$ cat src/design/sbbht_pkg.sv
package sbbht_pkg;

    localparam int COORD_WIDTH_DEF    = 32;
    localparam int TIME_FRAC_BITS_DEF = 16;

    // controller -> datapath
    typedef struct packed {
        logic load;        // capture the input transaction
        logic set_reject;  // axis rejects on its own
        logic div_start;   // launch a division
        logic div_exit;    // launched division is the exit candidate
        logic check;       // compare entry against exit
        logic emit;        // load the result register and clear the query
    } sbbht_cmd_t;

    // datapath -> controller
    typedef struct packed {
        logic eval_reject;
        logic need_entry;
        logic need_exit;
        logic rejected;
        logic last;
        logic div_done;
        logic out_free;
    } sbbht_stat_t;

endpackage

$ cat src/design/swept_box_box_hit_time.sv
// Swept box test: box A moves by a displacement over one time step against a
// still box B. Each input transaction carries one axis (both intervals and
// A's displacement, signed Q16.16); tlast marks the final axis of a query, and
// only that axis produces a result transaction: hit, and the first contact
// time as an unsigned Q1.16 fraction of the step (65536 is 1.0, 0 on a miss or
// an initial overlap). The block is ready for a new axis only once the last
// one has run the entry and exit divisions that it needs, if any, and the
// final axis of a query has loaded the result register. Its pace is set by
// the single shared restoring divider, which resolves one quotient bit per
// cycle and serves the entry and exit quotients in turn. A result waiting in
// the output register holds the block only once the next query's final axis
// is ready to load its result.
module swept_box_box_hit_time #(
    parameter int COORD_WIDTH    = sbbht_pkg::COORD_WIDTH_DEF,
    parameter int TIME_FRAC_BITS = sbbht_pkg::TIME_FRAC_BITS_DEF,
    parameter int S_TDATA_W      = ((5 * COORD_WIDTH + 7) / 8) * 8,
    parameter int M_TDATA_W      = ((TIME_FRAC_BITS + 2 + 7) / 8) * 8
) (
    input  logic                 aclk,
    input  logic                 aresetn,
    input  logic                 s_tvalid,
    output logic                 s_tready,
    input  logic [S_TDATA_W-1:0] s_tdata,   // a_lo, a_hi, b_lo, b_hi, move
    input  logic                 s_tlast,   // last_axis
    output logic                 m_tvalid,
    input  logic                 m_tready,
    output logic [M_TDATA_W-1:0] m_tdata    // hit, t_enter
);
    import sbbht_pkg::*;

    localparam int CW = COORD_WIDTH;

    sbbht_cmd_t  cmd;
    sbbht_stat_t stat;

    logic signed [CW-1:0]     a_lo, a_hi, b_lo, b_hi, move;
    logic                     hit;
    logic [TIME_FRAC_BITS:0]  t_enter;

    assign a_lo = s_tdata[0*CW +: CW];
    assign a_hi = s_tdata[1*CW +: CW];
    assign b_lo = s_tdata[2*CW +: CW];
    assign b_hi = s_tdata[3*CW +: CW];
    assign move = s_tdata[4*CW +: CW];

    sbbht_ctrl u_ctrl (
        .aclk     (aclk),
        .aresetn  (aresetn),
        .s_tvalid (s_tvalid),
        .s_tready (s_tready),
        .stat     (stat),
        .cmd      (cmd)
    );

    sbbht_dp #(
        .COORD_WIDTH    (COORD_WIDTH),
        .TIME_FRAC_BITS (TIME_FRAC_BITS)
    ) u_dp (
        .aclk      (aclk),
        .aresetn   (aresetn),
        .a_lo      (a_lo),
        .a_hi      (a_hi),
        .b_lo      (b_lo),
        .b_hi      (b_hi),
        .move      (move),
        .last_axis (s_tlast),
        .cmd       (cmd),
        .stat      (stat),
        .m_tvalid  (m_tvalid),
        .m_tready  (m_tready),
        .hit       (hit),
        .t_enter   (t_enter)
    );

    assign m_tdata = M_TDATA_W'({t_enter, hit});

endmodule

$ cat src/design/sbbht_div.sv
module sbbht_div #(
    parameter int NUM_WIDTH = 33,
    parameter int FRAC_BITS = 16
) (
    input  logic                 aclk,
    input  logic                 aresetn,
    input  logic                 start,
    input  logic [NUM_WIDTH-1:0] num,
    input  logic [NUM_WIDTH-1:0] den,
    output logic                 done,
    output logic [FRAC_BITS:0]   quo
);
    localparam int CNT_W = $clog2(FRAC_BITS + 1);
    localparam logic [FRAC_BITS:0] TIME_SAT = {1'b1, {(FRAC_BITS-1){1'b0}}, 1'b1};
    localparam logic [CNT_W-1:0]   CNT_LOAD = CNT_W'(FRAC_BITS);
    localparam logic [CNT_W-1:0]   CNT_ONE  = CNT_W'(1);

    logic                 busy_reg, busy_next;
    logic                 done_reg, done_next;
    logic                 sat_reg, sat_next;
    logic [CNT_W-1:0]     cnt_reg, cnt_next;
    logic [NUM_WIDTH-1:0] rem_reg, rem_next;
    logic [NUM_WIDTH-1:0] den_reg, den_next;
    logic [FRAC_BITS:0]   q_reg, q_next;

    logic [NUM_WIDTH:0]   rem_sh;
    logic [NUM_WIDTH:0]   rem_sub;
    logic                 step_ge;
    logic                 init_ge;

    assign rem_sh  = {rem_reg, 1'b0};
    assign rem_sub = rem_sh - {1'b0, den_reg};
    assign step_ge = rem_sh >= {1'b0, den_reg};
    assign init_ge = num >= den;

    always_comb begin
        busy_next = busy_reg;
        done_next = 1'b0;
        sat_next  = sat_reg;
        cnt_next  = cnt_reg;
        rem_next  = rem_reg;
        den_next  = den_reg;
        q_next    = q_reg;
        if (start) begin
            busy_next = 1'b1;
            den_next  = den;
            sat_next  = {1'b0, num} >= {den, 1'b0};
            rem_next  = init_ge ? (num - den) : num;
            q_next    = {{FRAC_BITS{1'b0}}, init_ge};
            cnt_next  = CNT_LOAD;
        end else if (busy_reg) begin
            // one restoring step per cycle
            rem_next = step_ge ? rem_sub[NUM_WIDTH-1:0] : rem_sh[NUM_WIDTH-1:0];
            q_next   = {q_reg[FRAC_BITS-1:0], step_ge};
            cnt_next = cnt_reg - CNT_ONE;
            if (cnt_reg == CNT_ONE) begin
                busy_next = 1'b0;
                done_next = 1'b1;
            end
        end
    end

    always_ff @(posedge aclk) begin
        if (!aresetn) begin
            busy_reg <= 1'b0;
            done_reg <= 1'b0;
        end else begin
            busy_reg <= busy_next;
            done_reg <= done_next;
        end
        sat_reg <= sat_next;
        cnt_reg <= cnt_next;
        rem_reg <= rem_next;
        den_reg <= den_next;
        q_reg   <= q_next;
    end

    assign done = done_reg;
    assign quo  = (sat_reg || (q_reg > TIME_SAT)) ? TIME_SAT : q_reg;

endmodule

$ cat src/design/sbbht_ctrl.sv
module sbbht_ctrl (
    input  logic                      aclk,
    input  logic                      aresetn,
    input  logic                      s_tvalid,
    output logic                      s_tready,
    input  sbbht_pkg::sbbht_stat_t    stat,
    output sbbht_pkg::sbbht_cmd_t     cmd
);
    import sbbht_pkg::*;

    localparam logic [2:0] ST_IDLE    = 3'd0;
    localparam logic [2:0] ST_EVAL    = 3'd1;
    localparam logic [2:0] ST_DIV_ENT = 3'd2;
    localparam logic [2:0] ST_DIV_EXT = 3'd3;
    localparam logic [2:0] ST_CHECK   = 3'd4;
    localparam logic [2:0] ST_EMIT    = 3'd5;

    logic [2:0] state_reg, state_next;

    always_comb begin
        state_next = state_reg;
        cmd        = '0;
        s_tready   = 1'b0;
        case (state_reg)
            ST_IDLE: begin
                s_tready = 1'b1;
                if (s_tvalid) begin
                    cmd.load   = 1'b1;
                    state_next = ST_EVAL;
                end
            end
            ST_EVAL: begin
                if (stat.rejected) begin
                    state_next = ST_CHECK;
                end else if (stat.eval_reject) begin
                    cmd.set_reject = 1'b1;
                    state_next     = ST_CHECK;
                end else if (stat.need_entry) begin
                    cmd.div_start = 1'b1;
                    state_next    = ST_DIV_ENT;
                end else if (stat.need_exit) begin
                    cmd.div_start = 1'b1;
                    cmd.div_exit  = 1'b1;
                    state_next    = ST_DIV_EXT;
                end else begin
                    state_next = ST_CHECK;
                end
            end
            ST_DIV_ENT: begin
                if (stat.div_done) begin
                    if (stat.need_exit) begin
                        cmd.div_start = 1'b1;
                        cmd.div_exit  = 1'b1;
                        state_next    = ST_DIV_EXT;
                    end else begin
                        state_next = ST_CHECK;
                    end
                end
            end
            ST_DIV_EXT: begin
                if (stat.div_done) begin
                    state_next = ST_CHECK;
                end
            end
            ST_CHECK: begin
                cmd.check  = 1'b1;
                state_next = stat.last ? ST_EMIT : ST_IDLE;
            end
            ST_EMIT: begin
                // hold until the result register is free
                if (stat.out_free) begin
                    cmd.emit   = 1'b1;
                    state_next = ST_IDLE;
                end
            end
            default: begin
                state_next = ST_IDLE;
            end
        endcase
    end

    always_ff @(posedge aclk) begin
        if (!aresetn) begin
            state_reg <= ST_IDLE;
        end else begin
            state_reg <= state_next;
        end
    end

endmodule

$ cat src/design/sbbht_dp.sv
module sbbht_dp #(
    parameter int COORD_WIDTH    = 32,
    parameter int TIME_FRAC_BITS = 16
) (
    input  logic                          aclk,
    input  logic                          aresetn,
    input  logic signed [COORD_WIDTH-1:0] a_lo,
    input  logic signed [COORD_WIDTH-1:0] a_hi,
    input  logic signed [COORD_WIDTH-1:0] b_lo,
    input  logic signed [COORD_WIDTH-1:0] b_hi,
    input  logic signed [COORD_WIDTH-1:0] move,
    input  logic                          last_axis,
    input  sbbht_pkg::sbbht_cmd_t         cmd,
    output sbbht_pkg::sbbht_stat_t        stat,
    output logic                          m_tvalid,
    input  logic                          m_tready,
    output logic                          hit,
    output logic [TIME_FRAC_BITS:0]       t_enter
);
    import sbbht_pkg::*;

    localparam int CW = COORD_WIDTH;
    localparam int F  = TIME_FRAC_BITS;
    localparam int NW = CW + 1;
    localparam logic [F:0] TIME_ONE = {1'b1, {F{1'b0}}};

    logic signed [CW-1:0] alo_reg, ahi_reg, blo_reg, bhi_reg, mv_reg;
    logic                 last_reg;

    logic [F:0] enter_reg, enter_next;
    logic [F:0] exit_reg, exit_next;
    logic       rej_reg, rej_next;
    logic       sel_exit_reg;

    logic       out_valid_reg, out_valid_next;
    logic       hit_reg;
    logic [F:0] t_reg;

    logic signed [NW-1:0] diff_ab;   // a_hi - b_lo
    logic signed [NW-1:0] diff_ba;   // a_lo - b_hi
    logic signed [NW-1:0] num_ent_s, num_ext_s, mv_ext;
    logic [NW-1:0]        num_mag, den_mag;
    logic                 v_zero, v_neg;
    logic                 div_done;
    logic [F:0]           quo;

    assign diff_ab = {ahi_reg[CW-1], ahi_reg} - {blo_reg[CW-1], blo_reg};
    assign diff_ba = {alo_reg[CW-1], alo_reg} - {bhi_reg[CW-1], bhi_reg};
    assign mv_ext  = {mv_reg[CW-1], mv_reg};

    // relative motion of B is -move: negative when move is positive
    assign v_zero = (mv_reg == '0);
    assign v_neg  = (mv_reg > 0);

    assign num_ent_s = v_neg ? diff_ab : diff_ba;
    assign num_ext_s = v_neg ? diff_ba : diff_ab;

    always_comb begin
        logic signed [NW-1:0] sel;
        sel     = cmd.div_exit ? num_ext_s : num_ent_s;
        num_mag = sel[NW-1] ? NW'(-sel) : NW'(sel);
        den_mag = mv_ext[NW-1] ? NW'(-mv_ext) : NW'(mv_ext);
    end

    always_comb begin
        stat.eval_reject = v_zero ? ((ahi_reg < blo_reg) || (alo_reg > bhi_reg))
                                  : (v_neg ? (bhi_reg < alo_reg) : (ahi_reg < blo_reg));
        // a still axis narrows nothing
        stat.need_entry  = !v_zero && (v_neg ? (ahi_reg < blo_reg) : (bhi_reg < alo_reg));
        stat.need_exit   = !v_zero && (v_neg ? (bhi_reg > alo_reg) : (ahi_reg > blo_reg));
        stat.rejected    = rej_reg;
        stat.last        = last_reg;
        stat.div_done    = div_done;
        stat.out_free    = !out_valid_reg || m_tready;
    end

    sbbht_div #(
        .NUM_WIDTH (NW),
        .FRAC_BITS (F)
    ) u_div (
        .aclk    (aclk),
        .aresetn (aresetn),
        .start   (cmd.div_start),
        .num     (num_mag),
        .den     (den_mag),
        .done    (div_done),
        .quo     (quo)
    );

    always_comb begin
        enter_next     = enter_reg;
        exit_next      = exit_reg;
        rej_next       = rej_reg;
        out_valid_next = out_valid_reg && !m_tready;
        if (div_done) begin
            if (sel_exit_reg) begin
                if (quo < exit_reg) begin
                    exit_next = quo;
                end
            end else if (quo > enter_reg) begin
                enter_next = quo;
            end
        end
        if (cmd.set_reject) begin
            rej_next = 1'b1;
        end
        if (cmd.check && (enter_reg > exit_reg)) begin
            rej_next = 1'b1;
        end
        if (cmd.emit) begin
            out_valid_next = 1'b1;
            enter_next     = '0;
            exit_next      = TIME_ONE;
            rej_next       = 1'b0;
        end
    end

    always_ff @(posedge aclk) begin
        if (!aresetn) begin
            enter_reg     <= '0;
            exit_reg      <= TIME_ONE;
            rej_reg       <= 1'b0;
            out_valid_reg <= 1'b0;
        end else begin
            enter_reg     <= enter_next;
            exit_reg      <= exit_next;
            rej_reg       <= rej_next;
            out_valid_reg <= out_valid_next;
        end
        if (cmd.load) begin
            alo_reg  <= a_lo;
            ahi_reg  <= a_hi;
            blo_reg  <= b_lo;
            bhi_reg  <= b_hi;
            mv_reg   <= move;
            last_reg <= last_axis;
        end
        if (cmd.div_start) begin
            sel_exit_reg <= cmd.div_exit;
        end
        if (cmd.emit) begin
            hit_reg <= !rej_reg;
            t_reg   <= rej_reg ? '0 : enter_reg;
        end
    end

    assign m_tvalid = out_valid_reg;
    assign hit      = hit_reg;
    assign t_enter  = t_reg;

endmodule

$ cat config.mk
export PLATFORM = sky130hd
export DESIGN_NAME = swept_box_box_hit_time
export DESIGN_NICKNAME = d
export VERILOG_FILES = /design/src/design/sbbht_pkg.sv /design/src/design/swept_box_box_hit_time.sv /design/src/design/sbbht_div.sv /design/src/design/sbbht_ctrl.sv /design/src/design/sbbht_dp.sv
export SDC_FILE = /design/constraint.sdc
export NUM_CORES = 1
export LEC_CHECK = 0
export BUFFER_PORTS_ARGS = -buffer_cell sky130_fd_sc_hd__buf_2
export CAP_MARGIN = 20
export CORE_UTILIZATION = 60
export CTS_CLUSTER_DIAMETER = 40
export DETAILED_ROUTE_END_ITERATION = 6
export GPL_ROUTABILITY_DRIVEN = 1
export PLACE_DENSITY_LB_ADDON = 0.3
export SKIP_LAST_GASP = 1
export SLEW_MARGIN = 20
export SYNTH_ARGS = -nofsm -noshare
export SYNTH_HDL_FRONTEND = slang
export SYNTH_SLANG_ARGS = --single-unit
export TNS_END_PERCENT = 30
$ cat constraint.sdc
create_clock -name aclk -period 8.6 [get_ports aclk]
set_input_delay 2.58 -clock aclk [delete_from_list [all_inputs] [get_ports aclk]]
set_output_delay 2.58 -clock aclk [all_outputs]
set_load 0.05 [all_outputs]
# Word-level counts from Yosys, hierarchy flattened
# Index checks and enable logic that the tools add are counted.
# totals
reg_bits,310
inputBits,165
out_inout_bits,26
wordCells,123
# classes
addsub,7
magnitude_cmp,13
eq_ne,10
n_mux,48
n_bitwise,3
reduce_logical,20
# ops
op,n
33-bit two-way mux,9
32-bit greater-than comparator,3
32-bit by 32-bit subtractor with 33-bit output,2
33-bit subtractor,2
32-bit less-than comparator,2
33-bit by 34-bit greater-or-equal comparator with 1-bit output,1
34-bit by 33-bit greater-or-equal comparator with 1-bit output,1
17-bit greater-than comparator,2
33-bit greater-or-equal comparator,1
32-bit negator with 33-bit output,1
33-bit negator,1
"32-bit by 1-bit greater-than comparator with 1-bit output, second input constant",1
32-bit zero test,1
3-bit two-way mux,10
1-bit two-way mux,23
3-bit case mux with 6 select lines,1
"17-bit greater-than comparator, second input constant",1
17-bit less-than comparator,1
17-bit two-way mux,1
"3-bit by 2-bit == test with 1-bit output, second input constant",2
"3-bit == test, second input constant",2
2-bit two-way mux,3
3-bit AND reduction,2
"5-bit by 1-bit == test with 1-bit output, second input constant",1
other kinds (14),27

# Depth between registers and ports, before layout
# logic_depth
depth_word,14
ltp_mapped,36
mapped_depth_nobuf,31

# By module
# Synthesis repeated with hierarchy kept, for this count alone.
# hier_totals
hier_cells,2533
area_unflattened_um2,23363.7
# by_module_without_submodules
module,instances,cells_per_inst,area_per_inst_um2,seq_area_each_um2
sbbht_dp,1,1492,14556.5,6125.9
sbbht_div,1,990,8438.1,2502.4
sbbht_ctrl,1,43,312.8,60.1
swept_box_box_hit_time,1,8,56.3,0.0

# Worst setup path after synthesis
# Ideal clock, no wire load.
# synth_path
kind,flip-flop to flip-flop
start,register u_dp.alo_reg[1]
end,"register u_dp.u_div.rem_reg[1], data pin"
setup_time_ps,270
t_arrival_ps,7576
required_ps,8330
setup_slack_ps,755
stages_incl_launch_ff,33
path_buffers,4
synth_period_minus_slack_ps,7845
cell_sequence,edfxtp_1 -> ha_1 -> nor2b_1 -> o2111a_1 -> or4_4 -> a31o_2 -> a21o_1 -> nor2_1 -> o211ai_2 -> nand2_4 -> buf_2 -> buf_2 -> buf_2 -> mux2i_1 -> inv_1 -> ha_1 -> nand4_1 -> a222oi_1 -> a21oi_1 -> xnor2_1 -> ha_1 -> a21o_1 -> a21o_1 -> a21oi_1 -> nor2_1 -> a211oi_1 -> o31ai_1 -> a221o_1 -> a2111oi_1 -> clkbuf_1 -> nor2_1 -> a211oi_1 -> a21oi_1
# synth_via
elab_chain_len,14
elab_cells_between_ends,27
cone_classes,add/sub (3); order compare (4); mux (17); reduce/logical (3)
# synth_rtl
element,line_no,text
from (decl),sbbht_dp.sv:27,"logic signed [CW-1:0] alo_reg, ahi_reg, blo_reg, bhi_reg, mv_reg;"
from (signal assigned),sbbht_dp.sv:131,alo_reg <= a_lo;
32-bit greater-than comparator,sbbht_dp.sv:70,stat.need_exit = !v_zero && (v_neg ? (bhi_reg > alo_reg) : (ahi_reg > blo_reg));
1-bit two-way mux,sbbht_dp.sv:70,
1-bit logical AND,sbbht_dp.sv:70,
2-bit two-way mux,"sbbht_ctrl.sv:41, sbbht_ctrl.sv:51",
1-bit two-way mux,sbbht_ctrl.sv:38,end else if (stat.need_entry) begin
2-bit two-way mux,sbbht_ctrl.sv:35,end else if (stat.eval_reject) begin
3-bit two-way mux,sbbht_ctrl.sv:33,if (stat.rejected) begin
2-bit case mux with 2 select lines,sbbht_ctrl.sv:24,case (state_reg)
33-bit two-way mux,sbbht_dp.sv:60,sel = cmd.div_exit ? num_ext_s : num_ent_s;
33-bit negator,sbbht_dp.sv:61,num_mag = sel[NW-1] ? NW'(-sel) : NW'(sel);
33-bit two-way mux,sbbht_dp.sv:61,
33-bit subtractor or 33-bit greater-or-equal comparator (tied branches),"sbbht_div.sv:48, sbbht_div.sv:34",
33-bit two-way mux,sbbht_div.sv:48,rem_next = init_ge ? (num - den) : num;
33-bit two-way mux (*),sbbht_div.sv:44,if (start) begin
net u_dp.u_div.rem_next[1],sbbht_div.sv:22,"logic [NUM_WIDTH-1:0] rem_reg, rem_next;"
to (signal assigned),sbbht_div.sv:73,rem_reg <= rem_next;
to (decl),sbbht_div.sv:22,
# Mark *: on every way through the listed nets, which the timed path passes. The rest lies on a longest branch.
# A chain may end at the register's enable or synchronous reset.

# Final worst setup path
# layout_path
start,register u_dp.bhi_reg[7]
end,"register u_dp.u_div.rem_reg[2], data pin"
# layout_via
elab_chain_len,14
elab_cells_between_ends,27
cone_classes,add/sub (3); order compare (4); mux (17); reduce/logical (3)
# layout_rtl
element,line_no,text
from (decl),sbbht_dp.sv:27,
from (signal assigned),sbbht_dp.sv:134,bhi_reg <= b_hi;
32-bit greater-than comparator,sbbht_dp.sv:70,
1-bit two-way mux,sbbht_dp.sv:70,
1-bit logical AND,sbbht_dp.sv:70,
2-bit two-way mux,"sbbht_ctrl.sv:41, sbbht_ctrl.sv:51",
1-bit two-way mux,sbbht_ctrl.sv:38,
2-bit two-way mux,sbbht_ctrl.sv:35,
3-bit two-way mux,sbbht_ctrl.sv:33,
2-bit case mux with 2 select lines,sbbht_ctrl.sv:24,
33-bit two-way mux,sbbht_dp.sv:60,
33-bit negator,sbbht_dp.sv:61,
33-bit two-way mux,sbbht_dp.sv:61,
33-bit subtractor or 33-bit greater-or-equal comparator (tied branches),"sbbht_div.sv:48, sbbht_div.sv:34",
33-bit two-way mux,sbbht_div.sv:48,
33-bit two-way mux (*),sbbht_div.sv:44,
net u_dp.u_div.rem_next[2],sbbht_div.sv:22,
# Marked as above.

==> flow_summary.yaml <==
clock_tree:
  post_cts_buffers: 0
  clk_latency_ns: 0.60
  clk_pin_slew_ns: 0.05
  cts_hold_buf: 0
  htree_levels: 2
  root_buffer: "clkbuf_16"
  clock_path_buffers: 3
  cts_tree: "built"
  cts_buffers: 44
  cts_sinks: 310
global_route:
  grt_pass1_wl_mm: 98.4
  grt-ovfl-total: 0
  antenna_found_initial: 0
  grt_use_total: 0.322
  grt_max_degree: 83
  grt_pass1_vias: 18800
placed_design:
  post-dp-hpwl_mm: 49.1
  placed_cells: 3102
  gp_congestion: 0.972
  io_buffers: 184
cells_and_area:
  synthToLayoutAreaGrowth_pct: 12.7
  post-route-util: 0.687
  nFillCells: 2890
  seq_area_sq_um: 8690
  finalNetCount: 3022
  antennaDiodeCount: 0
  instances_no_fill: 3182
  multi_input_area_sq_um: 13100
  drive_gt1_frac: 0.128
worst_setup_path:
  reg2reg_setup_slack_ns: 0.49
  crit_path_max_fanout: 11
  crit_arrival_ns: 8.40
  r2r-end: "u_dp.u_div.rem_reg[2]"
  r2r_cells: 26
  crit_start: "u_dp.bhi_reg[7]"
  slowest_delay_ns: 0.63
  cp-end-kind: "flop"
  required_ns: 8.90
  slowest_stage: "o21ai_0"
  r2r-start: "u_dp.bhi_reg[7]"
  crit_type: "flop to flop"
  cp-start-kind: "flop"
  cp-endpoint: "u_dp.u_div.rem_reg[2]"
sta:
  fin_crit_ns: 8.11
  maxSlewHeadroom: 0.268
  setup_tns_ns: 0
  setup_viol: 0
  slew_violations: 0
  fmax_mhz: 123
  worstMarginPinSlew_ns: 1.10
  rsz0062_at_grt: "false"
  post-route-period-util: 0.942
  hold_viol: 0
  finClkSkew_ns: 0.0339
detailed_routing:
  wl_met3_mm: 4.33
  maxUsedRoutingLayer: "met4"
  detail-route-antenna-nets: 0
  routed-via-count: 19600
  wirelength_mm: 62.6
  dr.pass1.iters: 6
  viasPerCell: 6.15
  wire_per_inst_microns: 19.7
  met2_length_mm: 29.0
  drc: 0
  drtIter0Drc: 1661
  met1Wirelength_mm: 26.5
yosys:
  synth_area_sq_um: 22900
  synth.area.top_cells: "edfxtp_1 33%, ha_1 12%, dfxtp_1 5.4%"
  ys.flop_type: "edfxtp_1"
  synth_largest_area_cell: "edfxtp_1"
  avgSynthCellArea_sq_um: 9.31
  synth.distinct_cells: 100
  async_flop_share: 0
  synthesis.instances: 2460
  ys_seq_area_frac: 0.379
  synth_edf_count: 248
  ys_ff_latch: 310
  synth_top_area_frac: 0.325
  yosysWarnings: 0
floorplanning:
  dieArea_sq_um: 39000
  io_pins: 191
  die_w_microns: 197
  rows: 71
  die_h_microns: 197
  coreArea_sq_um: 37600
  initial_core_util: 0.609
worst_hold_path:
  min_path_type: "flop to flop"
status:
  status: "complete, no violations"
flow_run:
  maxCapViolations: 0
## logic make-up (layout without fill, tap and decap cells)
family | Yosys count | count (layout) | synth area share
AOI/OAI and AO/OA | 668 | 668 | 0.195
muxes | 74 | 74 | 0.0325
other | 2 | 8 | 0.000328
xor gates and xnor gates | 164 | 164 | 0.0627
and+or+nand+nor | 719 | 719 | 0.156
buffers and inverters | 303 | 508 | 0.0521
DFF | 310 | 310 | 0.379
adders and majority gates | 220 | 220 | 0.121
## cells in the mapped netlist, drive strengths merged, types with 14 or more instances
cell / count
nor2b: 22
nor2: 225
nand4: 44
or3: 19
xnor2: 114
a21o: 73
a211oi: 27
dfxtp: 62
clkbuf: 60
nor4: 25
inv: 216
or2: 15
mux2i: 71
a31oi: 29
o21ai: 135
edfxtp: 248
nor3: 54
nand2b: 25
nand2: 147
and2: 24
o21bai: 16
ha: 216
buf: 27
and3: 14
o211ai: 23
o21a: 44
nand3: 54
o31ai: 29
xor2: 50
a21oi: 169
## cells in the final DEF, fill, tap and decap left out, types with 53 or more instances in the layout
cell      instances
xnor2_1         114
o21ai_0         125
mux2i_1          71
ha_1            216
dfxtp_1          62
nor3_1           53
edfxtp_1        248
buf_2           184
nor2_1          224
nand3_1          54
a21o_1           73
a21oi_1         169
nand2_1         145
inv_1           215
## area by class of cell
type / instances / area share
timing repair buffer: 212 / 0.0438
clock inverter: 32 / 0.0137
clock buffer: 48 / 0.0440
tap: 511 / 0.0248
multi-input combinational: 1853 / 0.506
sequential: 310 / 0.336
inverter: 216 / 0.0314
## critical path: cells and delay by family (launching register included)
kind                     cells  cell delay [ns]
buffers and inverters        2             0.15
AND/OR/NAND/NOR              7             1.34
XOR/XNOR                     1             0.35
multiplexers                 1             0.17
flip-flops                   1             0.33
AO/OA/AOI/OAI               12             4.44
adder cells (fa/ha/maj)      3             1.01
## metrics by stage
step / hold WS (ns) / cell area [sq um] / setup slack (ns)
after global routing: 0.530 / 25800 / 0.0306
after global placement: 0.445 / 24300 / 0.754
after floorplan: 0.435 / 22900 / 0.755
final: 0.481 / 25800 / 0.495
after CTS: 0.482 / 25800 / 0.537
after detailed placement: 0.469 / 24300 / 0.549
## metal layers
metal  track usage  vias to the layer above
met4         0.144                        0
met5             0                        -
met3        0.0475                      146
li1              -                     9396
met2         0.529                      778
met1         0.422                     9262
## worst min path at each step
stage                       from           endpoint  slack (ns)  cells past startpoint
3_3_place_gp   u_dp.exit_reg[16]  u_dp.exit_reg[16]        0.45                      1
6_report       u_dp.exit_reg[16]  u_dp.exit_reg[16]        0.48                      1
3_5_place_dp   u_dp.exit_reg[16]  u_dp.exit_reg[16]        0.47                      1
5_1_grt        u_dp.exit_reg[16]  u_dp.exit_reg[16]        0.53                      1
2_1_floorplan  u_dp.exit_reg[16]  u_dp.exit_reg[16]        0.44                      1
4_1_cts        u_dp.exit_reg[16]  u_dp.exit_reg[16]        0.48                      1
## repair_timing
| action | 4_1_cts | 5_1_grt |
|---|---|---|
| hold endpoints to repair | 0 | 0 |
| setup endpoints to repair | 0 | 13 |
| gates resized for setup | 0 | 2 |
Power is left out: the tool's default activity adds up to more than one toggle a clock period on the data nets, which glitch-free logic cannot reach.
